File: src/tcce_pkg.sv
// Shared types and constants of the text console character engine.
// No dependencies.
package tcce_pkg;

    localparam int COLUMNS_DEF   = 80;
    localparam int ROWS_DEF      = 25;
    localparam int TAB_WIDTH_DEF = 8;

    localparam int CELL_W = 16;
    localparam int APB_AW = 5;
    localparam int APB_DW = 32;

    typedef enum logic [1:0] {
        CMD_CHAR = 2'd0,
        CMD_END  = 2'd1,
        CMD_READ = 2'd2,
        CMD_NOP  = 2'd3
    } cmd_t;

    localparam logic [7:0] CH_NUL       = 8'h00;
    localparam logic [7:0] CH_BS        = 8'h08;
    localparam logic [7:0] CH_TAB       = 8'h09;
    localparam logic [7:0] CH_LF        = 8'h0A;
    localparam logic [7:0] CH_CR        = 8'h0D;
    localparam logic [7:0] CH_SPACE     = 8'h20;
    localparam logic [7:0] CH_PRINT_MAX = 8'h7F;

    localparam logic [1:0] LVL_INFO  = 2'd0;
    localparam logic [1:0] LVL_WARN  = 2'd1;
    localparam logic [1:0] LVL_ERROR = 2'd2;

    localparam logic [APB_AW-3:0] REG_ERASE   = 3'd0;
    localparam logic [APB_AW-3:0] REG_INFO    = 3'd1;
    localparam logic [APB_AW-3:0] REG_WARN    = 3'd2;
    localparam logic [APB_AW-3:0] REG_ERROR   = 3'd3;
    localparam logic [APB_AW-3:0] REG_DEFAULT = 3'd4;

    localparam logic [7:0] ERASE_ATTR_RST   = 8'd7;
    localparam logic [7:0] INFO_ATTR_RST    = 8'd10;
    localparam logic [7:0] WARN_ATTR_RST    = 8'd14;
    localparam logic [7:0] ERROR_ATTR_RST   = 8'd4;
    localparam logic [7:0] DEFAULT_ATTR_RST = 8'd7;

    typedef enum logic [2:0] {
        OP_NONE,
        OP_PUT,
        OP_BS,
        OP_LF,
        OP_CR,
        OP_TAB
    } cur_op_t;

    typedef struct packed {
        logic    step;
        cur_op_t op;
    } cur_cmd_t;

    typedef enum logic [2:0] {
        ST_CLEAR,
        ST_IDLE,
        ST_READ,
        ST_COPY,
        ST_BLANK
    } state_t;

endpackage

File: src/tcce_cursor.sv
// Cursor unit: linear position plus column, tab and row-base remainders.
// Depends on tcce_pkg.
module tcce_cursor #(
    parameter int COLUMNS   = tcce_pkg::COLUMNS_DEF,
    parameter int ROWS      = tcce_pkg::ROWS_DEF,
    parameter int TAB_WIDTH = tcce_pkg::TAB_WIDTH_DEF,
    localparam int CELLS = COLUMNS * ROWS,
    localparam int POS_W = $clog2(CELLS)
) (
    input  logic                clk,
    input  logic                rst_n,
    input  tcce_pkg::cur_cmd_t  cmd,
    output logic [POS_W-1:0]    pos,
    output logic [POS_W-1:0]    pos_next,
    output logic                scroll
);

    localparam int CW    = $clog2(COLUMNS);
    localparam int TRW   = (TAB_WIDTH > 1) ? $clog2(TAB_WIDTH) : 1;
    localparam int NPW   = $clog2(CELLS + COLUMNS + TAB_WIDTH);
    localparam int C2W   = $clog2(COLUMNS + TAB_WIDTH + 1);
    localparam int WRAPS = (TAB_WIDTH + COLUMNS - 1) / COLUMNS;

    localparam logic [TRW:0]     TW_V     = (TRW + 1)'(TAB_WIDTH);
    localparam logic [TRW:0]     CMOD     = (TRW + 1)'(COLUMNS % TAB_WIDTH);
    localparam logic [TRW:0]     ONE_M    = (TRW + 1)'(1);
    localparam logic [NPW-1:0]   CELLS_N  = NPW'(CELLS);
    localparam logic [NPW-1:0]   LAST_N   = NPW'(CELLS - 1);
    localparam logic [NPW-1:0]   COLS_N   = NPW'(COLUMNS);
    localparam logic [NPW-1:0]   TW_N     = NPW'(TAB_WIDTH);
    localparam logic [CW-1:0]    COL_LAST = CW'(COLUMNS - 1);
    localparam logic [C2W-1:0]   COLS_C   = C2W'(COLUMNS);
    localparam logic [C2W-1:0]   TW_C     = C2W'(TAB_WIDTH);
    localparam logic [TRW-1:0]   TR_LAST  = TRW'((CELLS - 1) % TAB_WIDTH);
    localparam logic [TRW-1:0]   RB_LAST  = TRW'((CELLS - COLUMNS) % TAB_WIDTH);

    logic [POS_W-1:0] pos_reg;
    logic [CW-1:0]    col_reg, col_next;
    logic [TRW-1:0]   tr_reg, tr_next;
    logic [TRW-1:0]   rb_reg, rb_next;
    logic [NPW-1:0]   np;
    logic [C2W-1:0]   c2;
    logic             scr;

    function automatic logic [TRW-1:0] add_mod(input logic [TRW-1:0] a, input logic [TRW:0] k);
        logic [TRW:0] s;
        s = {1'b0, a} + k;
        if (s >= TW_V)
        begin
            s = s - TW_V;
        end
        return s[TRW-1:0];
    endfunction

    function automatic logic [TRW-1:0] sub_mod(input logic [TRW-1:0] a, input logic [TRW:0] k);
        logic [TRW:0] s;
        s = {1'b0, a} + TW_V - k;
        if (s >= TW_V)
        begin
            s = s - TW_V;
        end
        return s[TRW-1:0];
    endfunction

    always_comb
    begin
        np       = NPW'(pos_reg);
        col_next = col_reg;
        tr_next  = tr_reg;
        rb_next  = rb_reg;
        c2       = '0;
        scr      = 1'b0;
        unique case (cmd.op)
            tcce_pkg::OP_PUT:
            begin
                np = np + 1'b1;
                if (col_reg == COL_LAST)
                begin
                    col_next = '0;
                    rb_next  = add_mod(rb_reg, CMOD);
                end
                else
                begin
                    col_next = col_reg + 1'b1;
                end
                tr_next = add_mod(tr_reg, ONE_M);
            end
            tcce_pkg::OP_BS:
            begin
                if (col_reg != '0)
                begin
                    np       = np - 1'b1;
                    col_next = col_reg - 1'b1;
                    tr_next  = sub_mod(tr_reg, ONE_M);
                end
            end
            tcce_pkg::OP_CR:
            begin
                np       = np - NPW'(col_reg);
                col_next = '0;
                tr_next  = rb_reg;
            end
            tcce_pkg::OP_LF:
            begin
                np       = np - NPW'(col_reg) + COLS_N;
                col_next = '0;
                rb_next  = add_mod(rb_reg, CMOD);
                tr_next  = rb_next;
            end
            tcce_pkg::OP_TAB:
            begin
                np = np - NPW'(tr_reg) + TW_N;
                c2 = C2W'(col_reg) + TW_C - C2W'(tr_reg);
                // tab may cross one or more row ends
                for (int k = 0; k < WRAPS; k++)
                begin
                    if (c2 >= COLS_C)
                    begin
                        c2      = c2 - COLS_C;
                        rb_next = add_mod(rb_next, CMOD);
                    end
                end
                col_next = c2[CW-1:0];
                tr_next  = '0;
            end
            tcce_pkg::OP_NONE:
            begin
            end
            default:
            begin
            end
        endcase

        if (np >= CELLS_N)
        begin
            scr     = 1'b1;
            np      = np - COLS_N;
            rb_next = sub_mod(rb_next, CMOD);
            tr_next = sub_mod(tr_next, CMOD);
            if (np >= CELLS_N)
            begin
                np       = LAST_N;
                col_next = COL_LAST;
                tr_next  = TR_LAST;
                rb_next  = RB_LAST;
            end
        end
    end

    always_ff @(posedge clk or negedge rst_n)
    begin
        if (!rst_n)
        begin
            pos_reg <= '0;
            col_reg <= '0;
            tr_reg  <= '0;
            rb_reg  <= '0;
        end
        else if (cmd.step)
        begin
            pos_reg <= np[POS_W-1:0];
            col_reg <= col_next;
            tr_reg  <= tr_next;
            rb_reg  <= rb_next;
        end
    end

    assign pos      = pos_reg;
    assign pos_next = np[POS_W-1:0];
    assign scroll   = scr;

endmodule

File: config.mk
export PLATFORM = sky130hd
export DESIGN_NAME = tcce_cursor
export DESIGN_NICKNAME = d
export VERILOG_FILES = /design/src/tcce_pkg.sv /design/src/tcce_cursor.sv
export SDC_FILE = /design/constraint.sdc
export NUM_CORES = 1
export LEC_CHECK = 0
export ABC_AREA = 1
export ABC_CLOCK_PERIOD_IN_PS = 3600
export CORE_UTILIZATION = 43
export CTS_CLUSTER_DIAMETER = 120
export DETAILED_ROUTE_END_ITERATION = 12
export DONT_BUFFER_PORTS = 1
export PLACE_DENSITY = 0.69
export SLEW_MARGIN = 0
export SYNTH_ARGS = -nofsm -noshare
export SYNTH_HDL_FRONTEND = slang
export SYNTH_SLANG_ARGS = --single-unit
File: constraint.sdc
create_clock -name clk -period 3.6 [get_ports clk]
set_clock_uncertainty 0.15 [all_clocks]
set_input_delay 0.18 -clock clk [delete_from_list [all_inputs] [get_ports clk]]
set_output_delay 0.18 -clock clk [all_outputs]
set_load 0.03 [all_outputs]
**After elaboration in Yosys (flattened, before gate mapping)**

Index checks and enable logic that the tools add are counted.

- Output and inout bits: 23
- Logic and storage cells: 67
- Input port bits: 6
- Bits in registers: 24

- Magnitude comparators: 8
- Multiplexer cells: 25
- Reductions and logical operators: 2
- Add/subtract/negate cells: 22
- Equal/unequal tests: 6

Operators with widths:

| operator | number |
|---|---|
| case mux 12 bit (5 select lines) | 1 |
| 2-to-1 mux 3 bit | 12 |
| 2-to-1 mux 7 bit | 5 |
| case mux 7 bit (4 select lines) | 1 |
| greater-or-equal comparator 12 x 11 -> 1 bit (second input constant) | 2 |
| 2-to-1 mux 11 bit | 2 |
| greater-or-equal comparator 4 bit (second input constant) | 4 |
| case mux 3 bit (5 select lines) | 1 |
| subtractor 3 x 1 -> 3 bit (second input constant) | 5 |
| adder 11 x 1 -> 12 bit (second input constant) | 1 |
| adder 12 x 4 -> 12 bit (second input constant) | 1 |
| adder 12 x 7 -> 12 bit (second input constant) | 1 |
| adder 3 x 4 -> 4 bit (second input constant) | 3 |
| 2-to-1 mux 12 bit | 1 |
| subtractor 11 x 1 -> 12 bit (second input constant) | 1 |
| subtractor 11 x 3 -> 12 bit | 1 |
| subtractor 11 x 7 -> 12 bit | 1 |
| subtractor 12 x 7 -> 12 bit (second input constant) | 1 |
| case mux 3 bit (3 select lines) | 1 |
| adder 7 x 1 -> 7 bit (second input constant) | 1 |
| adder 7 x 4 -> 7 bit (second input constant) | 1 |
| == test 7 bit (second input constant) | 1 |
| greater-or-equal comparator 7 bit (second input constant) | 1 |
| nonzero test 7 bit | 1 |
| 11 further kinds | 13 |

**Longest topological paths before layout**

Gate-level depths: netlist (run 1).

- Depth in word-level cells: 11
- Gate-level depth with buffers: 28
- Mapped depth without buffers: 28

**Least setup slack after synthesis (run 1)**

Ideal clock, no wire load.

- Path type: register -> output
- From: register pos_reg[0], in the netlist pos[0]
- To: output pos_next[4]
- Data required time: 3,270 ps
- Buffers on the path: 0
- Slack: -701 ps
- Cell stages (with the launch flop): 24
- Arrival: 3,971 ps
- Cells stage by stage: dfrtp_1 > inv_1 > ha_1 > inv_1 > fa_1 > nand2_1 > nand2_2 > nand3b_1 > nand2_2 > ha_1 > nand2_1 > nand3_1 > nor2_4 > nand3_4 > inv_1 > ha_1 > nand4_1 > nand2_1 > nand3_1 > nor2_1 > nand3_2 > nand2_4 > nand2_1 > o21ai_0

- Word-level cells in the longest chain between the ends: 7
- Elaborated cells on any way between the ends: 13
- Those cells by class: add/sub: 7; order compare: 2; mux: 4

Ends and longest elaborated chain:

| element | line | text |
|---|---|---|
| start, declared | tcce_cursor.sv:37 | `logic [POS_W-1:0] pos_reg;` |
| start signal, assigned | tcce_cursor.sv:161 | `pos_reg <= np[POS_W-1:0];` |
| subtractor 11 x 3 -> 12 bit, or another cell as far along | tcce_cursor.sv:112 | `np = np - NPW'(tr_reg) + TW_N;` |
| adder 12 x 4 -> 12 bit, or another cell as far along | tcce_cursor.sv:112 |  |
| case mux 12 bit (5 select lines) * | tcce_cursor.sv:73 | `unique case (cmd.op)` |
| subtractor 12 x 7 -> 12 bit | tcce_cursor.sv:137 | `np = np - COLS_N;` |
| greater-or-equal comparator 12 x 11 -> 1 bit | tcce_cursor.sv:140 | `if (np >= CELLS_N)` |
| 2-to-1 mux 11 bit | tcce_cursor.sv:140 |  |
| 2-to-1 mux 11 bit * | tcce_cursor.sv:134 | `if (np >= CELLS_N)` |
| end, declared | tcce_cursor.sv:14 | `output logic [POS_W-1:0] pos_next,` |

Every way passes the cells marked *; elsewhere a longest branch is shown, timed or not.

**Worst setup path after layout (run 1)**

Ends and elaborated chain as after synthesis.

==> results of run 1 <==
## layout by cell type (no fill, tap or decap), drive strengths merged, types with 2 or more instances in the layout
cell type and count:
dfrtp 21, nor3 4, dlygate4sd3 2, a21oi 26
fa 3, nor4 3, a211oi 3, and2 2
o2111ai 2, nand3 92, nor2 93, nor3b 2
nand4 15, inv 103, ha 55, xor2 10
o21bai 2, a21o 2, o211ai 2, or2 2
a221oi 2, clkbuf 3, xnor2 2, o22ai 2
buf 66, a2111oi 2, nand3b 3, nand2 241
a31oi 2, o21ai 28
## metrics by stage
step | hold WS, ns | TNS (ns) | setup WS, ns | cells
5_1_grt | 0.0305 | -13.18 | -0.539 | 940
6_report | 0.0244 | -5.55 | -0.317 | 940
4_1_cts | 0.0163 | -4.66 | -0.282 | 939
3_3_place_gp | -0.265 | 0 | 0.0273 | 918
2_1_floorplan | -0.266 | 0 | 0.00638 | 746
3_5_place_dp | -0.265 | -1.47 | -0.124 | 918
## logic make-up (layout without fill, tap and decap cells)
| family | after synthesis | in the layout | synth area share [%] |
|---|---|---|---|
| flip-flops | 21 | 21 | 11.5 |
| buffers and inverters | 119 | 177 | 11.2 |
| adder cells (fa/ha/maj) | 58 | 58 | 16.3 |
| AO/OA/AOI/OAI | 78 | 78 | 12.2 |
| AND/OR/NAND/NOR | 458 | 458 | 46.4 |
| XOR/XNOR | 12 | 12 | 2.46 |
## report_power, final
part	leakage, nW	internal, mW	switching, mW	total, mW
combinational	2.58	1.89	3.12	5.02
clock	0.0217	0.0788	0.0944	0.173
sequential	0.250	0.331	0.0925	0.424
total	2.85	2.30	3.31	5.62
## worst min-delay path, stage by stage
cell and delay, ns:
nand2_1 0.05, a21oi_1 0.06, a21oi_4 0.13
## cell type report
| cell class | count | area [µm²] |
|---|---|---|
| fillers | 983 | 4670 |
| multi-input cells | 606 | 3870 |
| repair buffers | 69 | 629 |
| flip-flops and latches | 21 | 531 |
| inverters | 104 | 405 |
| well taps | 136 | 170 |
| clock buffers | 3 | 41.3 |
| clock inverters | 1 | 7.51 |
## cell usage after synthesis, types with 3 or more instances
cell type	number	share of area, %
nand2_1	219	18
buf_4	5	0.82
inv_2	14	1.1
o21ai_1	6	0.65
nand2_2	17	2.3
a21oi_1	15	1.6
nand3b_1	3	0.49
nor2_4	4	0.98
nor3_1	3	0.33
buf_2	3	0.33
nand3_2	7	1.5
clkbuf_1	3	0.25
nor2_2	7	0.95
nand3_1	82	8.9
dfrtp_1	21	11
nor4_1	3	0.41
o21ai_0	22	2.4
fa_1	3	1.3
nor2_1	82	6.7
buf_6	3	0.74
xor2_1	9	1.7
ha_1	55	15
nand3_4	3	1.1
nand2_4	4	0.98
a211oi_1	3	0.49
a21oi_2	3	0.57
nand4_1	15	2.0
a21oi_4	8	2.8
inv_1	88	7.2
## what timing repair did
action / in CTS / in global routing
pin swaps: 26 / 9
endpoints found under the setup margin: 30 / 33
endpoints found under the hold margin: 42 / 0
cloned: 1 / 0
hold buffers: 2 / 0
gates resized for setup: 32 / 16
buffers inserted: 15 / 1
## metal layers
| metal | track usage [%] | part of all wire [%] | vias to the layer above |
|---|---|---|---|
| li1 | - | - | 2530 |
| met1 | 35.8 | 44 | 2348 |
| met2 | 44.2 | 45 | 203 |
| met3 | 5.88 | 8.5 | 26 |
| met4 | 10.1 | 2.5 | 0 |
| met5 | 0 | 0 | - |
## worst paths after layout
| path | start | to | cells past startpoint | slack (ns) |
|---|---|---|---|---|
| worst max-delay path | pos[0]$_DFFE_PN0P_ | pos_next[4] | 23 | -0.32 |
| worst min-delay path | cmd[3] | tr_reg[0]$_DFFE_PN0P_ | 3 | 0.02 |
| worst max register to register | pos[0]$_DFFE_PN0P_ | col_reg[1]$_DFFE_PN0P_ | 26 | -0.20 |
| worst min register to register | tr_reg[2]$_DFFE_PN0P_ | tr_reg[2]$_DFFE_PN0P_ | 2 | 0.42 |
| max in group asynchronous | rst_n | pos[2]$_DFFE_PN0P_ | 1 | 2.29 |
| min in group asynchronous | rst_n | pos[8]$_DFFE_PN0P_ | 1 | 0.34 |
==> results.cfg, run 1 <==
[logic_synthesis]
post_synth_arst_share_pct = 100
synth_ff_type = dfrtp_1
postSynthAreaPerCell_um2 = 6.15
synth-warning-count = 0
synth.yosys.seq_area_share_pct = 11.5
synth_fp_nets = 810
synth_area_um2 = 4590
synth_cell_type_count = 53
synth-seq-cells = 21
gate_count_of_the_mapped_netlist = 746
edff_count_synth = 0

[sta]
fin_crit_sh_pct = 109
setup_slack_ns = -0.317
maxClockFrequency_ghz = 0.255
timing.final.hold_violations = 0
period_minus_slack_ns = 3.92
timing.max_slew.rel_slack_pct = 22.8
timing_worst_slew_pin_value_ns = 1.13
maxSlewViolCount = 0
rsz0062_at_grt = true
finalSetupViolations = 32

[status]
outcome = finished with violations
violations_in_the_final_reports = setup timing

[critical_path]
worst-setup-path-type = reg2out
critical_path_arrival_ns = 3.59
cp_slowest_stage_delay_ns = 0.43
worst_setup_path_start_kind = flop
critical_path.endpoint_type = output pin
crit_slowest_cell = dfrtp_2
cp_num_buf_inv = 3
cp_cell_instances = inv_4 > ha_4 > inv_4 > fa_2 > nand2_2 > nand2_2 > nand3b_1 > nand2_4 > ha_4 > nand2_2 > nand3_2 > nor2_4 > nand3_4 > inv_4 > ha_4 > nand4_1 > nand2_1 > nand3_1 > nor2_1 > nand3_2 > nand2_8 > nand2_4 > o21ai_4
worst-endpoint-required_ns = 3.27
path_max_fanout = 7
critPathTopFamily = simple AND/OR/NAND/NOR gates

[layout]
drive_above_1_share_pct = 24.3
final_design_area_no_fill_um2 = 5660
largest_reg_flops = 11
finish.net_count = 869
num_antenna_cells = 0
core_utilization_of_the_finished_layout_pct = 54.8
synthToLayoutAreaGrowth_pct = 23.3

[clock_network]
tritoncts = done
clock_latency_of_the_later_clocked_register_in_the_worst_skew_pair_ns = 0.28
root_buffer_cell = clkbuf_8
htree_num_levels = 1
worst_setup_hold_path_clk_slew_ns = 0.08
clockBufferDepth = 2
numClockSinks = 21
tritoncts.num_buffers = 3

[grt]
grt_antenna_before_repair = 0
largest_net_degree_at_the_start_of_global_routing = 25
global_route.overflow_total = 0
grt_util_all_layers_pct = 27.4
first_global_vias = 4993
grt_first_pass_wirelength_mm = 24.3

[floorplan]
rows = 37
ios = 29
floorplan.die.width_um = 105
core_um2 = 10300
initial_utilization_pct = 44.4
die_area_um2 = 11100
die_height_um = 105

[placement]
placement.io_buffers = 0
place_area_um2 = 5210
hpwlAfterDp_mm = 11.4
place_congestion = 0.941

[route]
drtPass1Iterations = 7
drt-total-wl_mm = 14.4
vias = 5107
wire_per_inst_um = 15.3
drt.antenna.violating_nets = 0
vias_per_cell = 5.43
drc = 0
dr.first_iter.drc_count = 350

[pwr]
total_power_mw = 5.62
peakVddDrop_v = 0.000728
p_leak_nw = 2.85
pwr_density_cell_nw_per_um2 = 993

[hold_path]
holdCritPathClass = in2reg

[flow_run]
cap_viol_max_count = 0
Note: power is estimated with default switching activity, not from simulation.
==> inputs of run 2 (changes only) <==
- CORE_MARGIN: not set -> 2
==> results.cfg, run 2 (synthesized netlist as in run 1, its figures left out) <==
[floorplan]
rows = 37
die_height_um = 107
die_area_um2 = 11500
initial_utilization_pct = 44.4
core_um2 = 10300
floorplan.die.width_um = 107
ios = 29

[layout]
largest_reg_flops = 11
fillerInstances = 1005
finish.net_count = 868
drive_above_1_share_pct = 25.5
num_antenna_cells = 0
synthToLayoutAreaGrowth_pct = 22.9
most-common-layout-cells = nand2_1, inv_1, nor2_1, nand3_1, buf_4
final_common_cell = nand2_1
final_design_area_no_fill_um2 = 5640

[sta]
finalSetupViolations = 30
maxClockFrequency_ghz = 0.253
timing.max_slew.rel_slack_pct = 33.1
period_minus_slack_ns = 3.95
totalNegativeSetupSlack_ns = -6.14
timing_worst_slew_pin_value_ns = 1.00
timing.final.hold_violations = 0
rsz0062_at_grt = true
fin_crit_sh_pct = 110
maxSlewViolCount = 0
setup_slack_ns = -0.351

[route]
dr.first_iter.drc_count = 375
vias = 5046
drt-total-wl_mm = 14.5
drc = 0
drtPass1Iterations = 5
wire_per_inst_um = 15.5
drt.antenna.violating_nets = 0
vias_per_cell = 5.37

[critical_path]
critical_path.endpoint_type = output pin
worst_setup_path_start_kind = flop
critical_path_arrival_ns = 3.62
path_max_fanout = 4
cp_num_buf_inv = 5
path_common_cell = nand2_2
cp_slowest_stage_delay_ns = 0.43
critPathTopFamily = simple AND/OR/NAND/NOR gates
crit_slowest_cell = dfrtp_2
worst-endpoint-required_ns = 3.27
worst-setup-path-type = reg2out

[hold_path]
holdCritPathClass = in2reg

[pwr]
power.share.switching_pct = 58.8
pwr_density_cell_nw_per_um2 = 1010
intPower_mw = 2.34
power_switching_mw = 3.33
p_leak_nw = 2.81
total_power_mw = 5.67
power_frac_clock_pct = 3.0
peakVddDrop_v = 0.000622
comb_power_share_pct = 89.4
seq_power_share_pct = 7.5

[grt]
global_route.overflow_total = 0
first_global_vias = 5084
largest_net_degree_at_the_start_of_global_routing = 25
grt_first_pass_wirelength_mm = 24.5
grt_antenna_before_repair = 0
grt_util_all_layers_pct = 26.5

[placement]
placement.io_buffers = 0
place_area_um2 = 5210
place_congestion = 0.921
hpwlAfterDp_mm = 11.4

[clock_network]
clockBufferDepth = 2
tritoncts.num_buffers = 3
htree_num_levels = 1
numClockSinks = 21
root_buffer_cell = clkbuf_8
clock_latency_of_the_later_clocked_register_in_the_worst_skew_pair_ns = 0.28
worst_setup_hold_path_clk_slew_ns = 0.09
tritoncts = done

[status]
violations_in_the_final_reports = setup timing
outcome = finished with violations

[flow_run]
cap_viol_max_count = 0
[run 2: cell types whose count changed in the layout (fill, tap and decap cells not counted), sizes merged]
cell    before  now
bufbuf       1    0
[run 2: through the flow]
stage | hold WS [ns] | util [%] | setup WS, ns | cells
global route | 0.0300 | 54.6 | -0.576 | 939
floorplan | -0.266 | - | 0.00638 | 746
finish | 0.0228 | 54.6 | -0.351 | 939
detailed placement | -0.265 | 50.4 | -0.0769 | 919
CTS | 0.0208 | 53.2 | -0.221 | 934
global placement | -0.265 | 50.4 | -0.0198 | 919
[run 2: layout make-up]
| cell class | instances | area (µm²) | area share, % |
|---|---|---|---|
| well taps | 136 | 170 | 3.02 |
| flip-flops and latches | 21 | 531 | 9.41 |
| multi-input cells | 606 | 3890 | 69.1 |
| repair buffers | 68 | 592 | 10.5 |
| clock inverters | 1 | 7.51 | 0.133 |
| inverters | 104 | 400 | 7.10 |
| clock buffers | 3 | 41.3 | 0.733 |
[run 2: routing by layer]
metal  track usage [%]  wire, µm  vias to the layer above
met5                 0         0                        -
met4              8.44       300                        0
met3              3.63      1090                       19
met2              43.0      6490                      205
met1              36.3      6650                     2301
li1                  -         -                     2521
[run 2: timing repair]
action,in CTS,in global routing
setup buffers,9,5
pin swaps,14,17
resized for setup,26,24
endpoints found under the setup margin,25,33
endpoints found under the hold margin,42,0
hold buffers,2,0
[run 2: path summary, 6_finish.rpt]
kind / from / to / slack, ns / cells past startpoint
min in group asynchronous: rst_n / col_reg[1]$_DFFE_PN0P_ / 0.35 / 1
hold reg to reg: tr_reg[2]$_DFFE_PN0P_ / tr_reg[2]$_DFFE_PN0P_ / 0.44 / 2
setup reg to reg: pos[0]$_DFFE_PN0P_ / tr_reg[0]$_DFFE_PN0P_ / -0.25 / 27
hold / removal: cmd[3] / tr_reg[0]$_DFFE_PN0P_ / 0.02 / 3
setup / recovery: pos[0]$_DFFE_PN0P_ / pos_next[2] / -0.35 / 25
max in group asynchronous: rst_n / pos[4]$_DFFE_PN0P_ / 2.26 / 1
[run 2: power groups by stage]
stage	logic, mW	registers (mW)	clock network [mW]
after floorplan	3.23	0.584	0
after global placement	4.41	0.410	0
after detailed placement	4.51	0.415	0
after CTS	4.79	0.416	0.178
after global routing	5.66	0.438	0.182
final	5.07	0.427	0.172
[run 2: worst register-to-register path, stage by stage, from the launching register on]
cell and delay [ns]:
dfrtp_2 0.43, inv_4 0.08, ha_2 0.18, inv_1 0.05
ha_2 0.19, fa_2 0.36, nand2_2 0.08, inv_1 0.05
o21bai_1 0.16, nand3_2 0.12, nand3_2 0.10, nor2_4 0.05
nand3_4 0.08, inv_4 0.05, ha_4 0.15, nand3b_1 0.23
nand2_1 0.13, nand2_2 0.06, nand2_2 0.08, nand3_2 0.08
nor2_2 0.12, nand2_2 0.07, nand2_4 0.13, nand2_8 0.07
buf_6 0.14, buf_6 0.13, buf_4 0.16, a21oi_4 0.11
